### config.mk
export PLATFORM = sky130hd
export DESIGN_NAME = integer_square_root
export DESIGN_NICKNAME = d
export VERILOG_FILES = /design/src/hw/rtl/isr_pkg.sv /design/src/hw/rtl/isr_cell.sv /design/src/hw/rtl/integer_square_root.sv
export SDC_FILE = /design/constraint.sdc
export NUM_CORES = 1
export LEC_CHECK = 0
export BUFFER_PORTS_ARGS = -buffer_cell sky130_fd_sc_hd__buf_4
export CAP_MARGIN = 20
export CORE_UTILIZATION = 28
export CTS_BUF_LIST = sky130_fd_sc_hd__clkbuf_16
export CTS_CLUSTER_DIAMETER = 120
export DETAILED_ROUTE_END_ITERATION = 16
export PLACE_DENSITY = 0.42
export SLEW_MARGIN = 20
export SYNTH_ARGS = -nofsm -noshare
export SYNTH_HDL_FRONTEND = slang
export SYNTH_SLANG_ARGS = --single-unit
### constraint.sdc
create_clock -name clk -period 27.2 [get_ports clk]
set_input_delay 4.08 -clock clk [delete_from_list [all_inputs] [get_ports clk]]
set_output_delay 4.08 -clock clk [all_outputs]
set_load 0.05 [all_outputs]
### src/hw/rtl/isr_pkg.sv
package isr_pkg;

  // operand width, root digits and internal datapath widths
  localparam int INPUT_BITS    = 31;
  localparam int ROOT_BITS     = (INPUT_BITS + 1) / 2;
  localparam int ACC_BITS      = 2 * ROOT_BITS + 1;
  localparam int ROOT_OUT_BITS = 16;

  // probe weight for the most significant root digit
  localparam logic [ACC_BITS-1:0] TOP_PROBE = ACC_BITS'(1) << (2 * (ROOT_BITS - 1));

  // what one cell hands to the next
  typedef struct packed {
    logic                  valid;
    logic [INPUT_BITS-1:0] rem;
    logic [ACC_BITS-1:0]   acc;
    logic [ACC_BITS-1:0]   probe;
  } isr_stage_t;

endpackage

### src/hw/rtl/isr_cell.sv
module isr_cell (
  input  logic               clk,
  input  logic               rst_n,
  input  logic               adv,
  input  isr_pkg::isr_stage_t stg_in,
  output isr_pkg::isr_stage_t stg_out
);
  import isr_pkg::*;

  logic [ACC_BITS-1:0]   trial;
  logic                  fits;
  logic [INPUT_BITS-1:0] rem_nxt;
  logic [ACC_BITS-1:0]   acc_nxt;
  logic [ACC_BITS-1:0]   probe_nxt;
  logic                  valid_r;
  logic [INPUT_BITS-1:0] rem_r;
  logic [ACC_BITS-1:0]   acc_r;
  logic [ACC_BITS-1:0]   probe_r;

  // decide one root digit: subtract the trial if it fits
  always_comb begin
    trial     = stg_in.acc + stg_in.probe;
    fits      = ACC_BITS'(stg_in.rem) >= trial;
    probe_nxt = stg_in.probe >> 2;
    if (fits) begin
      rem_nxt = stg_in.rem - trial[INPUT_BITS-1:0];
      acc_nxt = (stg_in.acc >> 1) + stg_in.probe;
    end else begin
      rem_nxt = stg_in.rem;
      acc_nxt = stg_in.acc >> 1;
    end
  end

  // occupancy flag
  always_ff @(posedge clk) begin
    if (!rst_n) begin
      valid_r <= 1'b0;
    end else if (adv) begin
      valid_r <= stg_in.valid;
    end
  end

  // partial remainder and root
  always_ff @(posedge clk) begin
    if (adv) begin
      rem_r   <= rem_nxt;
      acc_r   <= acc_nxt;
      probe_r <= probe_nxt;
    end
  end

  assign stg_out.valid = valid_r;
  assign stg_out.rem   = rem_r;
  assign stg_out.acc   = acc_r;
  assign stg_out.probe = probe_r;

endmodule

### src/hw/rtl/integer_square_root.sv
// Integer square root: returns floor(sqrt(value)) for an unsigned operand.
// Input channel: in_valid / in_stall with payload in_value. A beat is taken
// on a rising edge with in_valid high and in_stall low.
// Output channel: out_valid / out_stall with payload out_root, one result
// beat for every input beat, in the same order.
// The datapath is a row of ROOT_BITS identical cells (16 for a 31-bit
// operand); each cell decides one root digit with one compare-and-subtract
// and registers its partial remainder and root for the next cell.
// Each beat passes through the registers of all cells in turn. Throughput
// is one beat per cycle unless out_stall holds the row: the row advances
// as a whole; a new operand enters while earlier ones still move down it.
// The last cell is the output register. While out_valid is high and
// out_stall is high the whole row holds and in_stall is raised; the result
// stays on out_root unchanged until taken.
// Reset (rst_n low, synchronous) empties the row; no state carries over
// from one operand to the next.
module integer_square_root (
  input  logic                              clk,
  input  logic                              rst_n,
  input  logic                              in_valid,
  output logic                              in_stall,
  input  logic [isr_pkg::INPUT_BITS-1:0]    in_value,
  output logic                              out_valid,
  input  logic                              out_stall,
  output logic [isr_pkg::ROOT_OUT_BITS-1:0] out_root
);
  import isr_pkg::*;

  isr_stage_t stg [ROOT_BITS+1];
  logic       adv;

  // the row moves unless a finished beat is held up at the output
  assign adv      = !(stg[ROOT_BITS].valid && out_stall);
  assign in_stall = !adv;

  // feed of the first cell
  assign stg[0].valid = in_valid;
  assign stg[0].rem   = in_value;
  assign stg[0].acc   = '0;
  assign stg[0].probe = TOP_PROBE;

  // one cell per root digit
  for (genvar i = 0; i < ROOT_BITS; i++) begin : g_cell
    isr_cell u_cell (
      .clk     (clk),
      .rst_n   (rst_n),
      .adv     (adv),
      .stg_in  (stg[i]),
      .stg_out (stg[i+1])
    );
  end

  // result beat
  assign out_valid = stg[ROOT_BITS].valid;
  assign out_root  = ROOT_OUT_BITS'(stg[ROOT_BITS].acc);

endmodule
==> run summary, run 1 <==
Worst Hold Slack -> 434 ps
Seq/Total Area, Yosys -> 0.638
post-synthesis cell count -> 2237
total core area -> 102000 um2
clock latency at the later pin of the worst-skew pair -> 630 ps
htree depth -> 3
commonest cells in the netlist -> edfxtp_1, inv_1, nand2_1
Setup crit end kind -> output pin
IO Port Bufs -> 52
class of the worst hold path -> reg2reg
final global-route overflow total -> 0
n_diodes -> 0
wire per inst -> 17.2 um
Post-synth EDFFs -> 601
CTS clock-pin slew for the worst setup and hold paths -> 50 ps
clock skew -> 37.0 ps
via count -> 17.3k
status -> finished, final reports clean
final net count -> 2531
largest net degree at the start of global routing -> 96
hold buffers post-CTS -> 0
Final Hold Viols -> 0
Tcrit/Tclk final -> 0.371
max-slew violations -> 0
share of the synthesized area in the top cell type -> 0.626
Setup WS post-layout -> 17120 ps
Detailed Route WL -> 64800 um
FP Rows -> 117
Rel. slew slack -> 0.343
Final Non-Filler Cells -> 3772
RSZ-0062 raised after global routing -> no
clock sink count -> 617
top-count cell post-synth -> edfxtp_1
CP bufs+invs -> 3
ys async rst share -> 0
routed vias/inst -> 4.60
Peak VDD IR -> 0.0000432 V
Final Setup Violations -> 0
top cells by area, synth -> edfxtp_1, ha_1, xor2_1
WP data arrival -> 6000 ps
Worst path most repeated cell -> buf_4
first-pass GRT wire length -> 101000 um
number of global-route vias before repair -> 17.5k
starting DRC count in detailed routing -> 1190
worst-path cell chain -> buf_4, nand2_4, clkinv_1, buf_4
Remaining DRCs -> 0
GP Congestion -> 0.825
initial antenna violation count -> 0
fin crit period -> 10080 ps
Synth cell types -> 86
Chip Width -> 323 um
CTS tree -> done
IO Count -> 53
Static Leak -> 0.0129 uW
PD cells -> 102 nW/um2
Synth warnings -> 0
Critical-path top delay cell -> clkinv_1
Post-Syn Area -> 28800 um2
CTS max path bufs -> 3
Max-Cap Viols -> 0
Cells after DPL -> 3641
crit path kind -> in2out
clk root buf -> clkbuf_16
Crit Path Max Fanout -> 74
f_max -> 99.2 MHz
Worst path max stage delay -> 720 ps
Area Growth Syn to Fin -> 14.9%
number of CTS-inserted buffers -> 73
post-CTS sizing -> 0
FF+latch count, synth -> 617
CP top delay family -> buffers and inverters
Post-CTS Repair Setup Buffers -> 0
syn avg cell area -> 12.9 um2
Die H -> 323 um
Fin Setup TNS -> 0 ps
fillers -> 10.2k
global-route usage over all layers -> 0.124
Synth area leader -> edfxtp_1
syn_nets -> 2420
DIE AREA -> 104000 um2
top_reg_cell synth -> edfxtp_1
Startpoint Class -> input pin
Initial Utilization -> 0.283
ANT nets after route -> 0
layout cells sized above 1 -> 0.0824
DP HPWL -> 48100 um
slew at the pin closest to its max-slew limit -> 986 ps
DRT Pass-1 Iters -> 6
worst path required time -> 23120 ps
pre-CTS setup slack -> 17010 ps
[layout by cell type, fill, tap and decap left out, drive strengths merged, types with 18 or more instances in the layout]
cell	netlist	routed
nand4	28	28
o21ai	125	125
or3	30	30
mux2	18	18
a21oi	121	121
ha	148	148
xnor2	67	67
nand2b	27	27
buf	15	69
nor3	57	57
inv	186	207
nand3	25	25
a21o	23	23
nand2	165	165
or4	23	23
a21boi	22	22
xor2	103	103
nor2	120	120
clkbuf	18	73
nor4	63	63
edfxtp	601	601
clkinv	1	35
nor2b	20	20
o21a	29	29
[flip-flops by register name, indices dropped and copies added (netlist names)]
name / cells
g_cell.u_cell.rem_r: 465
g_cell.u_cell.acc_r: 136
g_cell.u_cell.valid_r: 16
[per-layer routing]
metal | vias up | share of wire | routed length [um] | global-route usage
met5 | - | 0 | 0 | 0
met4 | 0 | 0.026 | 1710 | 0.0389
met1 | 8352 | 0.43 | 27900 | 0.150
li1 | 8614 | - | - | -
met2 | 268 | 0.51 | 33000 | 0.225
met3 | 104 | 0.034 | 2180 | 0.0207
[metrics by stage]
| stage | util | area, um2 | total power (uW) |
|---|---|---|---|
| after CTS | 0.325 | 33100 | 3420 |
| after detailed placement | 0.303 | 30900 | 2500 |
| after floorplan | - | 28800 | 2180 |
| after global routing | 0.325 | 33100 | 3580 |
| final | 0.325 | 33100 | 3370 |
| after global placement | 0.303 | 30900 | 2490 |
[power breakdown]
group          switching, uW  internal, uW  total (uW)
sequential               169          1350        1520
clock                    395           501         896
combinational            547           407         954
[layout make-up]
cell class / count / area (um2) / area share
flip-flops and latches: 617 / 18400 / 0.555
multi-input cells: 1400 / 9620 / 0.291
clock buffers: 73 / 1830 / 0.0552
well taps: 1368 / 1710 / 0.0517
inverters: 187 / 702 / 0.0212
repair buffers: 69 / 522 / 0.0158
clock inverters: 58 / 362 / 0.0109
[cells by family after synthesis]
family	share of synthesized area
other	0.000130
AND/OR/NAND/NOR	0.116
multiplexers	0.00981
AO/OA/AOI/OAI	0.0908
adder cells (fa/ha/maj)	0.0643
buffers and inverters	0.0294
flip-flops	0.638
XOR/XNOR	0.0517
[final timing paths]
kind	start	to	slack [ps]	depth (start not counted)
setup / recovery	out_stall	in_stall	17120	4
hold / removal	g_cell[10].u_cell.rem_r[4]	g_cell[11].u_cell.rem_r[4]	430	0
setup reg to reg	g_cell[15].u_cell.valid_r	g_cell[14].u_cell.acc_r[10]	23400	4
hold reg to reg	g_cell[10].u_cell.rem_r[4]	g_cell[11].u_cell.rem_r[4]	430	0
(Power assumes the default switching activity.)
==> run 2: changes to the inputs <==
PLACE_DENSITY = 0.43   (was 0.42)
clock period = 8.9 ns   (was 27.2 ns; I/O delays follow)
==> run summary, run 2 (synthesis gave the netlist of run 1 again) <==
worst r2r dst -> g_cell[10].u_cell.rem_r[30]
f_max -> 235 MHz
commonest non-fill, non-tap cell in the layout -> edfxtp_1
Post-CTS Repair Setup Buffers -> 0
routed vias/inst -> 4.61
FF-to-FF path depth -> 8
clock share of power -> 0.263
Logic pwr share -> 0.283
FP Rows -> 117
IO Count -> 53
clock latency at the later pin of the worst-skew pair -> 620 ps
CP bufs+invs -> 3
Detailed Route WL -> 63600 um
initial antenna violation count -> 0
beginning of the worst hold path -> g_cell[5].u_cell.rem_r[1]
Final Non-Filler Cells -> 3759
DIE AREA -> 104000 um2
DRT Pass-1 Iters -> 7
max-slew violations -> 0
R2R Path Start -> g_cell[9].u_cell.rem_r[14]
worst path required time -> 7570 ps
Remaining DRCs -> 0
class of the worst hold path -> reg2reg
Initial Utilization -> 0.283
largest net degree at the start of global routing -> 194
Tcrit/Tclk final -> 0.479
Worst path most repeated cell -> buf_4
hold buffers post-CTS -> 0
register area -> 18400 um2
starting DRC count in detailed routing -> 1199
Critical-path top delay cell -> clkinv_1
Worst path max stage delay -> 610 ps
Max Used Layer -> met4
WP data arrival -> 2930 ps
n_diodes -> 0
CP top delay family -> buffers and inverters
Die H -> 323 um
DP HPWL -> 47200 um
Crit Path Max Fanout -> 51
post-CTS sizing -> 0
Fin Setup TNS -> 0 ps
clock sink count -> 617
FF-to-FF setup slack -> 4950 ps
Final Setup Violations -> 0
layout cells sized above 1 -> 0.0803
RSZ-0062 raised after global routing -> no
CTS max path bufs -> 3
wire per inst -> 16.9 um
total core area -> 102000 um2
final global-route overflow total -> 0
Setup crit end kind -> output pin
htree depth -> 3
max FFs per register -> 465
DRT met1 WL -> 27700 um
Worst Hold End -> g_cell[6].u_cell.rem_r[1]
worst-path cell chain -> buf_4, nand2_4, clkinv_1, buf_4
slew at the pin closest to its max-slew limit -> 1070 ps
crit path kind -> in2out
Peak VDD IR -> 0.000156 V
Area Growth Syn to Fin -> 14.8%
Cells after DPL -> 3635
Regs by FF count -> g_cell.u_cell.rem_r: 465 flops, g_cell.u_cell.acc_r: 136 flops, g_cell.u_cell.valid_r: 16 flops
via count -> 17.3k
status -> finished, final reports clean
Final Hold Viols -> 0
GP Congestion -> 0.816
clk root buf -> clkbuf_16
IO Port Bufs -> 52
Multi-input gate area -> 9620 um2
PD cells -> 310 nW/um2
Static Leak -> 0.0129 uW
fin crit period -> 4260 ps
number of CTS-inserted buffers -> 71
global-route usage over all layers -> 0.123
fillers -> 10.1k
Top reg by flops -> g_cell.u_cell.rem_r
internal power -> 6870 uW
Chip Width -> 323 um
P_sw -> 3370 uW
Max-Cap Viols -> 0
CTS clock-pin slew for the worst setup and hold paths -> 60 ps
ANT nets after route -> 0
Rel. slew slack -> 0.283
switch share -> 0.329
hold depth -> 0
number of global-route vias before repair -> 17.5k
met3 wire length -> 1920 um
most frequent cells in the layout -> edfxtp_1, inv_1, nand2_1
first-pass GRT wire length -> 99200 um
final net count -> 2523
Startpoint Class -> input pin
Routed met2 length -> 32400 um
sequential share of power -> 0.454
clock skew -> 31.7 ps
CTS tree -> done
==> run 2: cell types whose count changed in the layout (fill, tap and decap cells not counted), sizes merged <==
cell      previous run  this run
buf                 69        63
clkbuf              73        71
clkinv              35        31
clkinvlp             2         4
inv                207       204
==> run 2: power by group through the flow <==
stage	clock network [uW]	logic (uW)	registers (uW)
2_1_floorplan	0	2190	4490
3_5_place_dp	0	2890	4730
3_3_place_gp	0	2860	4730
4_1_cts	2800	2910	4680
5_1_grt	2900	3260	4740
6_report	2690	2890	4650
==> run 2: per-stage QoR <==
stage               hold slack [ps]   util  worst slack (ps)  power (uW)  cell area [um2]
CTS                             434  0.324              4580       10400            33100
floorplan                       417      -              2520        6670            28800
global placement                428  0.303              4620        7590            30900
detailed placement              430  0.303              4560        7630            30900
global route                    440  0.324              4420       10900            33100
finish                          438  0.324              4640       10200            33100
==> run 2: layout make-up <==
type,instances,area share
clock inverters,53,0.0115
repair buffers,63,0.0152
inverters,187,0.0212
well taps,1368,0.0518
multi-input cells,1400,0.291
flip-flops and latches,617,0.556
clock buffers,71,0.0537
==> run 2: layer usage <==
metal | up-vias | track usage
li1 | 8582 | -
met1 | 8394 | 0.150
met2 | 279 | 0.220
met3 | 92 | 0.0199
met4 | 0 | 0.0369
met5 | - | 0
==> run 2: worst max-delay path by stage <==
| stage | end | start | cells after the start | slack (ps) |
|---|---|---|---|---|
| after floorplan | g_cell[0].u_cell.acc_r[30] | out_stall | 2 | 2520 |
| after global placement | in_stall | out_stall | 4 | 4620 |
| after detailed placement | g_cell[2].u_cell.rem_r[11] | out_stall | 4 | 4560 |
| after CTS | in_stall | out_stall | 4 | 4580 |
| after global routing | in_stall | out_stall | 4 | 4420 |
| final | in_stall | out_stall | 4 | 4640 |
==> run 2: worst register-to-register path: cells and delay by family, from the launching register on <==
kind | cells | cell delay [ps]
and+or+nand+nor | 4 | 1780
AOI/OAI and AO/OA | 2 | 1030
adders and majority gates | 1 | 410
DFF | 1 | 390
xor gates and xnor gates | 1 | 110
==> run 3: changes to the inputs <==
clock period = 3.8 ns   (was 8.9 ns; I/O delays follow)
==> run summary, run 3 (synthesis gave the netlist of run 1 again) <==
via count -> 17.5k
P_sw -> 7860 uW
Top reg by flops -> g_cell.u_cell.rem_r
worst path required time -> 4150 ps
Area Growth Syn to Fin -> 15.2%
n_diodes -> 0
pre-CTS setup slack -> 613 ps
htree depth -> 3
CTS tree -> done
fin crit period -> 3220 ps
largest net degree at the start of global routing -> 178
layout cells sized above 1 -> 0.0832
Core Util, Final -> 0.326
Tcrit/Tclk final -> 0.847
Logic pwr share -> 0.280
slew at the pin closest to its max-slew limit -> 1070 ps
CTS max path bufs -> 3
Worst Hold Slack -> 128 ps
DRT Pass-1 Iters -> 7
max-slew violations -> 0
Chip Width -> 323 um
routed vias/inst -> 4.64
Crit Path Max Fanout -> 23
Final Hold Viols -> 0
global-route usage over all layers -> 0.124
clock skew -> 15.0 ps
clock sink count -> 617
Cells after DPL -> 3646
hold buffers post-CTS -> 0
Detailed Route WL -> 64100 um
Post-CTS Repair Setup Buffers -> 0
GP Congestion -> 0.847
number of CTS-inserted buffers -> 72
IO Port Bufs -> 52
number of global-route vias before repair -> 17.9k
PD cells -> 730 nW/um2
Initial Utilization -> 0.283
Fin Setup TNS -> 0 ps
IO Count -> 53
DP HPWL -> 47500 um
Max-Cap Viols -> 0
CTS clock-pin slew for the worst setup and hold paths -> 60 ps
Final Setup Violations -> 0
Rel. slew slack -> 0.289
crit path kind -> reg2reg
final global-route overflow total -> 0
switch share -> 0.324
WP data arrival -> 3570 ps
f_max -> 311 MHz
wire per inst -> 17.0 um
internal power -> 16400 uW
Die H -> 323 um
Remaining DRCs -> 0
first-pass GRT wire length -> 101000 um
clock share of power -> 0.270
Peak VDD IR -> 0.000286 V
RSZ-0062 raised after global routing -> no
sequential share of power -> 0.449
clock latency at the later pin of the worst-skew pair -> 610 ps
Regs by FF count -> g_cell.u_cell.rem_r: 465 flops, g_cell.u_cell.acc_r: 136 flops, g_cell.u_cell.valid_r: 16 flops
initial antenna violation count -> 0
status -> finished, final reports clean
Setup crit end kind -> register
most frequent cells in the layout -> edfxtp_1, inv_1, nand2_1
commonest non-fill, non-tap cell in the layout -> edfxtp_1
FP Rows -> 117
DIE AREA -> 104000 um2
post-CTS sizing -> 0
Final Non-Filler Cells -> 3771
clk root buf -> clkbuf_16
fillers -> 10.1k
total core area -> 102000 um2
ANT nets after route -> 0
Setup WS post-layout -> 580 ps
starting DRC count in detailed routing -> 1268
final net count -> 2535
max FFs per register -> 465
Startpoint Class -> register
class of the worst hold path -> in2reg
Static Leak -> 0.0130 uW
## run 3: cell types whose count changed in the layout (fill, tap and decap cells not counted), moves of 2 or more
cell and delta:
clkinv_16 -2, clkinv_4 -2, bufinv_16 +4, buf_4 +11
clkinvlp_4 -3, inv_1 +4
## run 3: routing by layer
metal  routed length, um  vias to the layer above  global-route usage
met5                   0                        -                   0
met4                1680                        0              0.0388
met3                2110                      105              0.0210
met2               33500                      312               0.228
met1               26800                     8452               0.145
li1                    -                     8611                   -
## run 3: metrics by stage
step	cell area [um2]	total power, uW
after floorplan	28800	15600
after global placement	31000	17800
after detailed placement	31000	17900
after CTS	33200	24600
after global routing	33200	25800
final	33200	24200
## run 3: area by class of cell
cell class,count,area (um2),area share
clock inverter,53,404,0.0122
clock buffer,72,1800,0.0543
timing repair buffer,74,593,0.0179
multi-input combinational,1400,9610,0.290
sequential,617,18400,0.553
tap,1368,1710,0.0516
inverter,187,702,0.0211
## run 3: critical path, stage by stage, from the launching register on
cell	delay, ps
edfxtp_1	440
or4_1	520
nor3_1	260
o211ai_1	210
a2111oi_2	770
buf_4	390
inv_2	60
mux2_1	300
## run 3: power groups by stage
stage | logic [uW] | registers [uW] | clock network (uW)
finish | 6790 | 10900 | 6540
CTS | 6830 | 11000 | 6790
floorplan | 5130 | 10500 | 0
global placement | 6700 | 11100 | 0
global route | 7650 | 11100 | 7020
detailed placement | 6770 | 11100 | 0
## run 3: final timing paths
check / cells after the start / from / slack [ps] / endpoint
max: 7 / g_cell[10].u_cell.rem_r[27] / 580 / g_cell[11].u_cell.rem_r[19]
min: 1 / in_value[15] / 130 / g_cell[0].u_cell.rem_r[15]
max reg2reg: 7 / g_cell[10].u_cell.rem_r[27] / 580 / g_cell[11].u_cell.rem_r[19]
min reg2reg: 0 / g_cell[5].u_cell.rem_r[3] / 440 / g_cell[6].u_cell.rem_r[3]
